[src/sv/spcm_pkg.sv]
package spcm_pkg;

  localparam int LIST_DEPTH_DEF = 32;
  localparam int VERTEX_W = 32;
  localparam int KEY_W = 2 * VERTEX_W;
  localparam int CNT_W = 32;
  localparam int ENTRY_W = KEY_W + CNT_W;
  localparam int MODE_W = 2;

  localparam logic [MODE_W-1:0] MODE_LOAD_A = 2'd0;
  localparam logic [MODE_W-1:0] MODE_LOAD_B = 2'd1;
  localparam logic [MODE_W-1:0] MODE_MERGE = 2'd2;

  typedef struct packed {
    logic load_a;
    logic load_b;
    logic begin_merge;
    logic step;
    logic clear;
  } spcm_cmd_t;

  typedef struct packed {
    logic more;
    logic step_last;
  } spcm_status_t;

endpackage

[src/sv/spcm_ctrl.sv]
module spcm_ctrl import spcm_pkg::*; (
  input  logic              clk,
  input  logic              rst_n,
  input  logic              start,
  input  logic [MODE_W-1:0] mode,
  input  spcm_status_t      status,
  output spcm_cmd_t         cmd,
  output logic              busy
);

  localparam logic ST_IDLE = 1'b0;
  localparam logic ST_MERGE = 1'b1;

  logic state_r;
  logic state_nxt;

  always_comb begin
    cmd = '0;
    state_nxt = state_r;
    case (state_r)
      ST_IDLE: begin
        if (start) begin
          case (mode)
            MODE_LOAD_A: cmd.load_a = 1'b1;
            MODE_LOAD_B: cmd.load_b = 1'b1;
            MODE_MERGE: begin
              cmd.begin_merge = 1'b1;
              state_nxt = ST_MERGE;
            end
            default: ;
          endcase
        end
      end
      ST_MERGE: begin
        cmd.step = status.more;
        if (!status.more || status.step_last) begin
          cmd.clear = 1'b1;
          state_nxt = ST_IDLE;
        end
      end
      default: state_nxt = ST_IDLE;
    endcase
  end

  always_ff @(posedge clk) begin
    if (!rst_n) begin
      state_r <= ST_IDLE;
    end else begin
      state_r <= state_nxt;
    end
  end

  assign busy = (state_r != ST_IDLE);

endmodule

[config.mk]
export PLATFORM = sky130hd
export DESIGN_NAME = spcm_ctrl
export DESIGN_NICKNAME = d
export VERILOG_FILES = /design/src/sv/spcm_pkg.sv /design/src/sv/spcm_ctrl.sv
export SDC_FILE = /design/constraint.sdc
export NUM_CORES = 1
export LEC_CHECK = 0
export BUFFER_PORTS_ARGS = -buffer_cell sky130_fd_sc_hd__buf_4
export CAP_MARGIN = 20
export CORE_AREA = 8 8 45 47
export CTS_CLUSTER_SIZE = 24
export DETAILED_ROUTE_END_ITERATION = 16
export DIE_AREA = 0 0 53 55
export SYNTH_ARGS = -nofsm -noshare
export SYNTH_HDL_FRONTEND = slang
export SYNTH_SLANG_ARGS = --single-unit
[constraint.sdc]
create_clock -name clk -period 1.9 [get_ports clk]
set_input_delay 0.095 -clock clk [delete_from_list [all_inputs] [get_ports clk]]
set_output_delay 0.095 -clock clk [all_outputs]
set_load 0.02 [all_outputs]
==> results.txt, run 1 <==
The flow ran to the end, and the final reports show no timing, DRC or antenna violations. The number of nets in the layout came out at 30. The switching fraction of total power came out at 0.245.

The number of max-cap violations is 0. The minimum period implied by the final worst setup slack is 0.961 ns. The achievable clock frequency came out at 1.04 GHz. The net switching power came out at 0.0000129 W. The number of port buffers is 12. The combined global-route utilization of all metal layers is 0.0207. The count of synthesis-stage warnings from yosys is 0. 0 antenna diodes ended up in the layout. The path class of the tightest hold or removal check is in -> reg. The overflow left after global routing came out at 0. The clock group share of total power came out at 0. Summing every instance area after synthesis gives 93.8 sq um. The distinct cell type count of the synthesized netlist is 9. The total of hold buffers inserted after clock tree synthesis came out at 0.

The routed length per placed instance came out at 9.57 um. Data on the critical path is required at its endpoint by 1.80 ns. Post-CTS timing repair inserted 0 buffers for setup. The sum of negative setup slack is 0 ns. The total half-perimeter wirelength after legalization and detailed placement came out at 324 um. The DRC violation total after the first TritonRoute iteration came out at 0. The average via count per standard cell came out at 3.32. The flip-flop count of the largest register, all copies and words added came out at 1.

The total length of routed wires came out at 354 um. The slew at the pin closest to its max-slew limit is 0.264 ns. The die covers 2920 sq um. The number of hold violations in the final report came to 0. The post-synthesis average cell area is 10.4 sq um. The number of failing setup endpoints in the final timing report is 0.

The share of the cycle needed by the critical path after routing is 0.506. Dividing total power by cell area gives a power density of 259 nW/um^2. The number of I/O pins is 13. The peak ir drop on the vdd network came out at 0.101 mV.

The die span in y is 55 um. When the netlist entered floorplanning its net count stood at 16. The routability congestion estimate is 0.627. The number of global-route vias before repair came out at 125. After clock tree synthesis, the clock-pin slew on the worst setup and hold paths is 0 ns. The worst path meets setup with 0.939 ns of slack. Of the cells placed in the final design, the portion with a size suffix greater than 1 is 0.762. The internal power consumption is 0.0000398 W. In this run the remaining antenna-violating nets after routing total 0. The clock insertion delay at the later pin of the skew report came out at 0 ns. The via total after detailed routing is 123. The initial antenna violation count came to 0.

The largest fanout on the critical path came out at 7. The normalized max-slew margin came out at 0.821. The start-to-end type of the worst setup path is reg -> out. The combinational group share of total power came out at 0.559. The sum of internal, switching and leakage power is 0.0000528 W. The cell leakage power is 0.0983 nW. The maximum number of pins on one net before global-route repair is 8. The number of placement rows came out at 14.

For this run, the detailed router's first-pass iteration total came to 1. The core occupancy in the finished layout is 0.147. Compared with the post-synthesis result, the final layout area differs by 117%. The horizontal die dimension is 53 um. The area of the core region came out at 1380 sq um. The worst setup path is launched from a flip-flop. Setup repair after global routing left no endpoint under its margin. The fraction of power consumed by sequential logic is 0.441. The cell count after synthesis is 9. The max-slew violation count came out at 0. Sorting the synthesized cells by area gives the leading types as sky130_fd_sc_hd__dfxtp_1 (21%), sky130_fd_sc_hd__and4bb_4 (17%), sky130_fd_sc_hd__and4bb_2 (13%), sky130_fd_sc_hd__and3b_2 (11%), sky130_fd_sc_hd__nor4b_1 (9.3%).

The pre-CTS worst setup slack is 0.944 ns. The endpoint arrival time on the critical path came out at 0.87 ns. The endpoint type of the worst setup path is an output port. The wire length of the first global-routing pass came out at 496 um. In this run, synthesis produced a sequential element count of 1. The number of gates resized after cts came out at 0. The remaining routing DRC violations came out at 0. Of the post-synthesis cell area, the dominant cell type holds 0.213.

The share of the Yosys chip area taken by registers is 0.213. The top cell type by total area after synthesis is sky130_fd_sc_hd__dfxtp_1. The effective utilization at floorplan came out at 0.0678.

The worst setup skew after layout is 0 ns.
[worst paths after layout]
| path | from | endpoint | slack [ns] | cells past startpoint |
|---|---|---|---|---|
| min | rst_n | busy$_SDFF_PN0_ | 0.30 | 2 |
| min reg2reg | busy$_SDFF_PN0_ | busy$_SDFF_PN0_ | 0.75 | 2 |
| max | busy$_SDFF_PN0_ | cmd[4] | 0.94 | 2 |
| max reg2reg | busy$_SDFF_PN0_ | busy$_SDFF_PN0_ | 0.97 | 2 |
[stage by stage]
stage | instance area [sq um] | instances | hold WS, ns
finish | 204 | 37 | 0.304
global route | 204 | 37 | 0.318
CTS | 204 | 37 | 0.311
detailed placement | 204 | 37 | 0.311
global placement | 204 | 37 | 0.304
floorplan | 93.8 | 9 | 0.212
[area by class of cell]
| class | count | area (sq um) |
|---|---|---|
| Fill cell | 158 | 1180 |
| Timing Repair Buffer | 12 | 90.1 |
| Multi-Input combinational cell | 7 | 70.1 |
| Sequential cell | 1 | 20.0 |
| Tap cell | 16 | 20.0 |
| Inverter | 1 | 3.75 |
[routing by layer]
| metal | GRT usage | vias up | wire length, um |
|---|---|---|---|
| li1 | - | 60 | - |
| met2 | 0.0293 | 12 | 100 |
| met3 | 0.0214 | 0 | 106 |
| met4 | 0 | 0 | 0 |
| met1 | 0.0227 | 51 | 147 |
| met5 | 0 | - | 0 |
[cell usage in the layout (no fill, tap or decap)]
cell,count
sky130_fd_sc_hd__a21boi_0,1
sky130_fd_sc_hd__and2_2,1
sky130_fd_sc_hd__and3b_2,1
sky130_fd_sc_hd__and4bb_2,1
sky130_fd_sc_hd__and4bb_4,1
sky130_fd_sc_hd__buf_4,12
sky130_fd_sc_hd__dfxtp_1,1
sky130_fd_sc_hd__inv_1,1
sky130_fd_sc_hd__nor4b_1,1
sky130_fd_sc_hd__o21a_1,1
[worst max-delay path: stages, from the launching register on]
cell and delay [ns]:
sky130_fd_sc_hd__dfxtp_1 0.34, sky130_fd_sc_hd__nor4b_1 0.33, sky130_fd_sc_hd__buf_4 0.20
[synth_stat cells (all sizes together)]
cell    number
o21a         1
dfxtp        1
and2         1
a21boi       1
and3b        1
and4bb       2
nor4b        1
inv          1
[power by group through the flow]
stage / Clock [W] / Combinational, W / Sequential (W)
2_1_floorplan: 0 / 0.0000110 / 0.0000237
3_3_place_gp: 0 / 0.0000298 / 0.0000232
3_5_place_dp: 0 / 0.0000299 / 0.0000233
4_1_cts: 0 / 0.0000300 / 0.0000233
5_1_grt: 0 / 0.0000317 / 0.0000234
6_report: 0 / 0.0000295 / 0.0000233
[logic make-up (layout without fill, tap and decap cells)]
kind of cell | count (synthesis) | in the layout | synth area share
AOI/OAI and AO/OA | 2 | 2 | 0.160
buffers and inverters | 1 | 13 | 0.0400
DFF | 1 | 1 | 0.213
and+or+nand+nor | 5 | 5 | 0.587
(Power assumes the default switching activity.)
==> run 2: changes to the inputs <==
- clock period: 1.9 -> 0.8 ns (I/O delays scaled with it)
==> run 2 against run 1 <==
Global-route usage grew 0.49 points. Sequential share of layout area grew 0.18 points. Clock skew unchanged. Setup slack worse by 0.98 ns. First-iteration DRC count increased by 3. Power rose to 2.6 times the previous value. Largest cell class unchanged. The flow now finishes with violations (setup timing). Largest power group unchanged. Die area did not move. Register-to-register slack got worse by 1.0 ns. Critical path depth is the same. Worst hold slack worse by 0.055 ns.
==> results.txt, run 2 (synthesis gave the netlist of run 1 again) <==
The slew at the pin closest to its max-slew limit is 0.172 ns (was 0.264 ns). The max-slew violation count is 0 (unchanged). The total stage count of the critical path is 2 (unchanged). RSZ-0062 raised after global routing: true (was false). The routability congestion estimate is 0.714 (was 0.627). The depth of the most critical reg-to-reg path is 2 (unchanged). The die span in y was 55 um (unchanged). The remaining routing DRC violations was 0 (unchanged). The number of cells after detailed placement came out at 37 (unchanged). The number of stages on the worst hold path is 2 (unchanged). The post-detailed-placement cell area is 226 sq um (was 204 sq um). The DRC violation total after the first TritonRoute iteration came out at 3 (was 0). The flip-flop count of the largest register, all copies and words added came out at 1 (unchanged). The effective utilization at floorplan came out at 0.0678 (unchanged).

The number of max-cap violations came out at 0 (unchanged). The horizontal die dimension is 53 um (unchanged). The required time reported for the critical path endpoint was 0.68 ns (was 1.80 ns). The area of the core region was 1380 sq um (unchanged).

The achievable clock frequency is 1.18 GHz. The area of all sequential standard cells is 23.8 sq um (was 20.0 sq um). The clock insertion delay at the later pin of the skew report came to 0 ns (about the same). The capturing element of the worst setup path is busy$_SDFF_PN0_ (was cmd[4]).

The fraction of final layout cells with drive strength greater than 1 is 0.909 (was 0.762). The terminus of the critical flop-to-flop path is busy$_SDFF_PN0_ (unchanged). The final reports fail on setup timing. The worst setup path startpoint is busy$_SDFF_PN0_ (unchanged).

The endpoint type of the worst setup path was a flip-flop (was output port). The overflow left after global routing is 0 (unchanged). The number of nets with antenna violations after routing is 0 (unchanged). The setup slack of the critical path after layout came out at -0.0461 ns (was 0.939 ns). The class of the worst hold path is in -> reg (unchanged). The worst-case register-to-register setup slack came out at -0.05 ns (was 0.97 ns). The cell leakage power came to 0.113 nW (was 0.0983 nW).

The wire length of the first global-routing pass came out at 579 um (was 496 um). The cell family with the largest share of critical-path delay is flip-flops (unchanged). The clock slew at the register clock pins of the worst setup and hold paths came to 0 ns (about the same). The endpoint arrival time on the critical path was 0.73 ns (was 0.87 ns). The total length of routed wires came to 402 um (was 354 um). The slowest stage cell on the critical path is sky130_fd_sc_hd__dfxtp_4 (was sky130_fd_sc_hd__dfxtp_1). The average via count per standard cell was 3.16 (was 3.32). The commonest non-fill, non-tap cell in the layout is sky130_fd_sc_hd__buf_4 (unchanged).

The total of hold buffers inserted after clock tree synthesis is 0 (unchanged). The number of placement rows came to 14 (unchanged). The total power divided by cell area is 580 nW/um^2 (was 259 nW/um^2). The worst setup skew after layout came out at 0 ns (unchanged). The critical path's largest stage delay came out at 0.36 ns (was 0.34 ns).

The number of iterations in the first detailed-routing pass is 2 (was 1). The largest fanout on the critical path is 7 (unchanged). The layout overhead on the synthesized area came out at 153% (was 117%).

In the finished design, the share of the clock period the worst path needs comes to 1.06. The non-filler instance count after layout is 38 (was 37). The start-to-end type of the worst setup path is reg -> reg (was reg -> out). Result of the run: finished, violations left (was finished clean). The worst flop-to-flop path startpoint is busy$_SDFF_PN0_ (unchanged).

The multi-input logic area is 88.8 sq um (was 70.1 sq um). The number of I/O pins came out at 13 (unchanged). The number of nets in the layout was 31 (was 30). The number of failing setup endpoints in the final timing report came out at 3 (was 0).

The pre-CTS worst setup slack was -0.0542 ns (was 0.944 ns). The buffers plus inverters on the worst setup path was 0 (was 1). The antenna diode count is 0 (unchanged). The minimum period implied by the final worst setup slack came out at 0.846 ns. The via total after detailed routing is 120 (was 123). The peak ir drop on the vdd network came out at 0.317 mV (was 0.101 mV). The post-route cell area came out at 238 sq um (was 204 sq um). The routed length per placed instance came out at 10.6 um (was 9.57 um). The initial antenna violation count is 0 (unchanged). The normalized max-slew margin came out at 0.885 (was 0.821). The sum of negative setup slack is -0.0718 ns (was 0 ns). The number of port buffers is 12 (unchanged). The startpoint type of the worst setup path is a flip-flop (unchanged). Crit-path cells: and4bb_4 -> o21a_1 (was nor4b_1 -> buf_4). The maximum number of pins on one net before global-route repair is 8 (unchanged). The number of hold violations in the final report was 0 (unchanged).

The number of fill cells came out at 152 (was 158). The combined global-route utilization of all metal layers came to 0.0256 (was 0.0207). The overall die area came out at 2920 sq um (unchanged). The number of global-route vias before repair came out at 132 (was 125).
-- run 2: changes by cell type in the layout (fill, tap and decap cells not counted), sizes merged --
cell	change
buf	+1
-- run 2: final cells by class --
| cell class | instances | area share |
|---|---|---|
| sequential | 1 | 0.100 |
| inverter | 1 | 0.0158 |
| tap | 16 | 0.0842 |
| multi-input combinational | 7 | 0.374 |
| timing repair buffer | 13 | 0.426 |
-- run 2: worst min path at each step --
stage                 endpoint  startpoint
2_1_floorplan           cmd[4]     mode[0]
3_3_place_gp   busy$_SDFF_PN0_       rst_n
3_5_place_dp   busy$_SDFF_PN0_       rst_n
4_1_cts        busy$_SDFF_PN0_       rst_n
5_1_grt        busy$_SDFF_PN0_       rst_n
6_report       busy$_SDFF_PN0_       rst_n
-- run 2: metrics by stage --
step	hold slack (ns)	util	total power (W)
finish	0.250	0.172	0.000138
global route	0.266	0.172	0.000144
CTS	0.254	0.166	0.000137
detailed placement	0.254	0.164	0.000135
global placement	0.245	0.164	0.000134
floorplan	0.118	-	0.0000861
-- run 2: power by group --
part,internal (W),switching (W)
clock,0,0
combinational,0.0000499,0.0000345
sequential,0.0000505,0.00000299
total,0.000100,0.0000374
-- run 2: repair_timing --
item                       CTS  global route
setup endpoints to repair    4             4
buffers inserted             0             1
resized for setup            1             0
pin swaps                    1             0
-- run 2: metal layers --
metal | global-route usage | part of all wire | vias up | wire, um
met1 | 0.0302 | 0.41 | 48 | 164
li1 | - | - | 62 | -
met5 | 0 | 0 | - | 0
met3 | 0.0241 | 0.28 | 0 | 113
met2 | 0.0352 | 0.31 | 10 | 124
met4 | 0 | 0 | 0 | 0
==> run 3: changes to the inputs <==
- clock period: 0.8 -> 1.03 ns (I/O delays scaled with it)
==> run 3 against run 2 <==
Register-to-register slack improved by 0.16 ns. Worst hold slack improved by 0.0073 ns. Combinational power decreased by 32%. Die area unchanged. Sequential share of layout area decreased by 0.48 points. Cell area decreased by 12%. Setup slack improved by 0.16 ns. The run now ends clean. Power decreased by 27%. Maximum frequency decreased by 7.5%. Utilization decreased by 2.0 points. Final cell count decreased by 2.6%. Via count decreased by 3.3%.
==> results.txt, run 3 (synthesis gave the netlist of run 1 again) <==
The multi-input logic area is 76.3 sq um (was 88.8 sq um). The die span in y came out at 55 um (unchanged). The endpoint arrival time on the critical path is 0.80 ns (was 0.73 ns).

The required time reported for the critical path endpoint is 0.92 ns (was 0.68 ns). The layout overhead on the synthesized area came to 124% (was 153%). The number of nets in the layout came out at 30 (was 31). The number of nets with antenna violations after routing came to 0 (unchanged). The share of the cycle needed by the critical path after routing is 0.888 (was 1.06). The number of failing setup endpoints in the final timing report is 0 (was 3). The combined global-route utilization of all metal layers was 0.0207 (was 0.0256). The cell leakage power is 0.101 nW (was 0.113 nW). The largest fanout on the critical path came out at 7 (unchanged).

The end point of the most critical hold path is busy$_SDFF_PN0_ (unchanged). The number of iterations in the first detailed-routing pass was 1 (was 2). The max-slew violation count came out at 0 (unchanged).

The number of placement rows came out at 14 (unchanged). The clock slew at the register clock pins of the worst setup and hold paths is 0 ns (about the same). The flip-flop count of the largest register, all copies and words added was 1 (unchanged). The area of all sequential standard cells came out at 20.0 sq um (was 23.8 sq um). The fraction of final layout cells with drive strength greater than 1 is 0.810 (was 0.909). The worst-case register-to-register setup slack is 0.12 ns (was -0.05 ns).

The endpoint type of the worst setup path is a flip-flop (unchanged). The maximum number of pins on one net before global-route repair came out at 8 (unchanged). The pre-CTS worst setup slack is 0.105 ns (was -0.0542 ns). The buffers plus inverters on the worst setup path came to 0 (unchanged). The worst setup skew after layout is 0 ns (unchanged).

The class of the worst hold path is in -> reg (unchanged). The startpoint type of the worst setup path is a flip-flop (unchanged). The routed length per placed instance is 10.2 um (was 10.6 um). The number of post-CTS setup repair buffers is 0 (unchanged). The initial antenna violation count came out at 0 (unchanged). The achievable clock frequency came to 1.09 GHz (was 1.18 GHz). Result of the run: finished clean (was finished, violations left). The routability congestion estimate is 0.622 (was 0.714). The antenna diode count was 0 (unchanged).

The via total after detailed routing is 116 (was 120). The setup slack of the critical path after layout came out at 0.115 ns (was -0.0461 ns). The depth of the most critical reg-to-reg path is 2 (unchanged). The start-to-end type of the worst setup path is reg -> reg (unchanged).

The minimum period implied by the final worst setup slack came to 0.915 ns (was 0.846 ns). The number of gates resized after cts came out at 0 (was 1). The normalized max-slew margin came out at 0.864 (was 0.885). The horizontal die dimension is 53 um (unchanged). The terminus of the critical flop-to-flop path is busy$_SDFF_PN0_ (unchanged). The total length of routed wires came out at 376 um (was 402 um). The slowest stage cell on the critical path is sky130_fd_sc_hd__dfxtp_1 (was sky130_fd_sc_hd__dfxtp_4). The number of stages on the worst hold path is 2 (unchanged).

The slew at the pin closest to its max-slew limit was 0.204 ns (was 0.172 ns). The average via count per standard cell is 3.14 (was 3.16). Crit-path cells: and4bb_4 -> o21a_1 (unchanged). The peak ir drop on the vdd network came out at 0.152 mV (was 0.317 mV). The number of I/O pins is 13 (unchanged). The worst flop-to-flop path startpoint was busy$_SDFF_PN0_ (unchanged). The wire length of the first global-routing pass is 496 um (was 579 um).

The overflow left after global routing is 0 (unchanged). The total power divided by cell area is 476 nW/um^2 (was 580 nW/um^2). The start point of the worst min-delay path is rst_n (unchanged). The cell family with the largest share of critical-path delay is flip-flops (unchanged). The non-filler instance count after layout is 37 (was 38).

RSZ-0062 raised after global routing: false (was true). The overall die area came out at 2920 sq um (unchanged). The number of port buffers came out at 12 (unchanged). The number of max-cap violations came out at 0 (unchanged). The total of hold buffers inserted after clock tree synthesis was 0 (unchanged). The effective utilization at floorplan came out at 0.0678 (unchanged). The critical path's largest stage delay is 0.40 ns (was 0.36 ns).

The clock insertion delay at the later pin of the skew report is 0 ns (about the same). The number of hold violations in the final report was 0 (unchanged). The number of cells after detailed placement came out at 37 (unchanged).

The number of global-route vias before repair was 113 (was 132). The sum of negative setup slack is 0 ns (was -0.0718 ns). The commonest non-fill, non-tap cell in the layout was sky130_fd_sc_hd__buf_4 (unchanged). The number of fill cells is 157 (was 152). The area of the core region is 1380 sq um (unchanged). The DRC violation total after the first TritonRoute iteration came out at 0 (was 3).

The remaining routing DRC violations is 0 (unchanged).
## run 3: cell count changes in the layout (fill, tap and decap cells not counted)
| cell | delta |
|---|---|
| sky130_fd_sc_hd__a21boi_1 | +1 |
| sky130_fd_sc_hd__a21boi_2 | -1 |
| sky130_fd_sc_hd__buf_6 | -1 |
| sky130_fd_sc_hd__dfxtp_1 | +1 |
| sky130_fd_sc_hd__dfxtp_4 | -1 |
| sky130_fd_sc_hd__nor4b_2 | +1 |
| sky130_fd_sc_hd__nor4b_4 | -1 |
## run 3: worst max-delay path by stage
stage                            endpoint  cells after the start       startpoint
after global placement    busy$_SDFF_PN0_                      2  busy$_SDFF_PN0_
after floorplan           busy$_SDFF_PN0_                      2  busy$_SDFF_PN0_
after detailed placement  busy$_SDFF_PN0_                      2  busy$_SDFF_PN0_
after CTS                 busy$_SDFF_PN0_                      2  busy$_SDFF_PN0_
final                     busy$_SDFF_PN0_                      2  busy$_SDFF_PN0_
after global routing      busy$_SDFF_PN0_                      2  busy$_SDFF_PN0_
## run 3: area by class of cell
cell class / instances / share of cell area
Tap cell: 16 / 0.0952
Timing Repair Buffer: 12 / 0.429
Multi-Input combinational cell: 7 / 0.363
Sequential cell: 1 / 0.0952
Inverter: 1 / 0.0179
## run 3: power by group
group,internal (W),total (W),switching [W],leakage (nW)
logic,0.0000337,0.0000572,0.0000235,0.0928
registers,0.0000408,0.0000428,0.00000199,0.00814
clock network,0,0,0,0
## run 3: layer usage
metal,vias to the layer above,track usage,part of all wire
met4,0,0,0
met3,0,0.0160,0.24
met1,48,0.0272,0.40
met5,-,0,0
met2,9,0.0273,0.36
li1,59,-,-
## run 3: through the flow
stage	cell area [sq um]	util	hold WS, ns	power (W)
global route	210	0.152	0.275	0.000104
detailed placement	210	0.152	0.262	0.000101
CTS	210	0.152	0.262	0.000101
floorplan	100	-	0.156	0.0000654
global placement	210	0.152	0.258	0.0000999
finish	210	0.152	0.257	0.000100
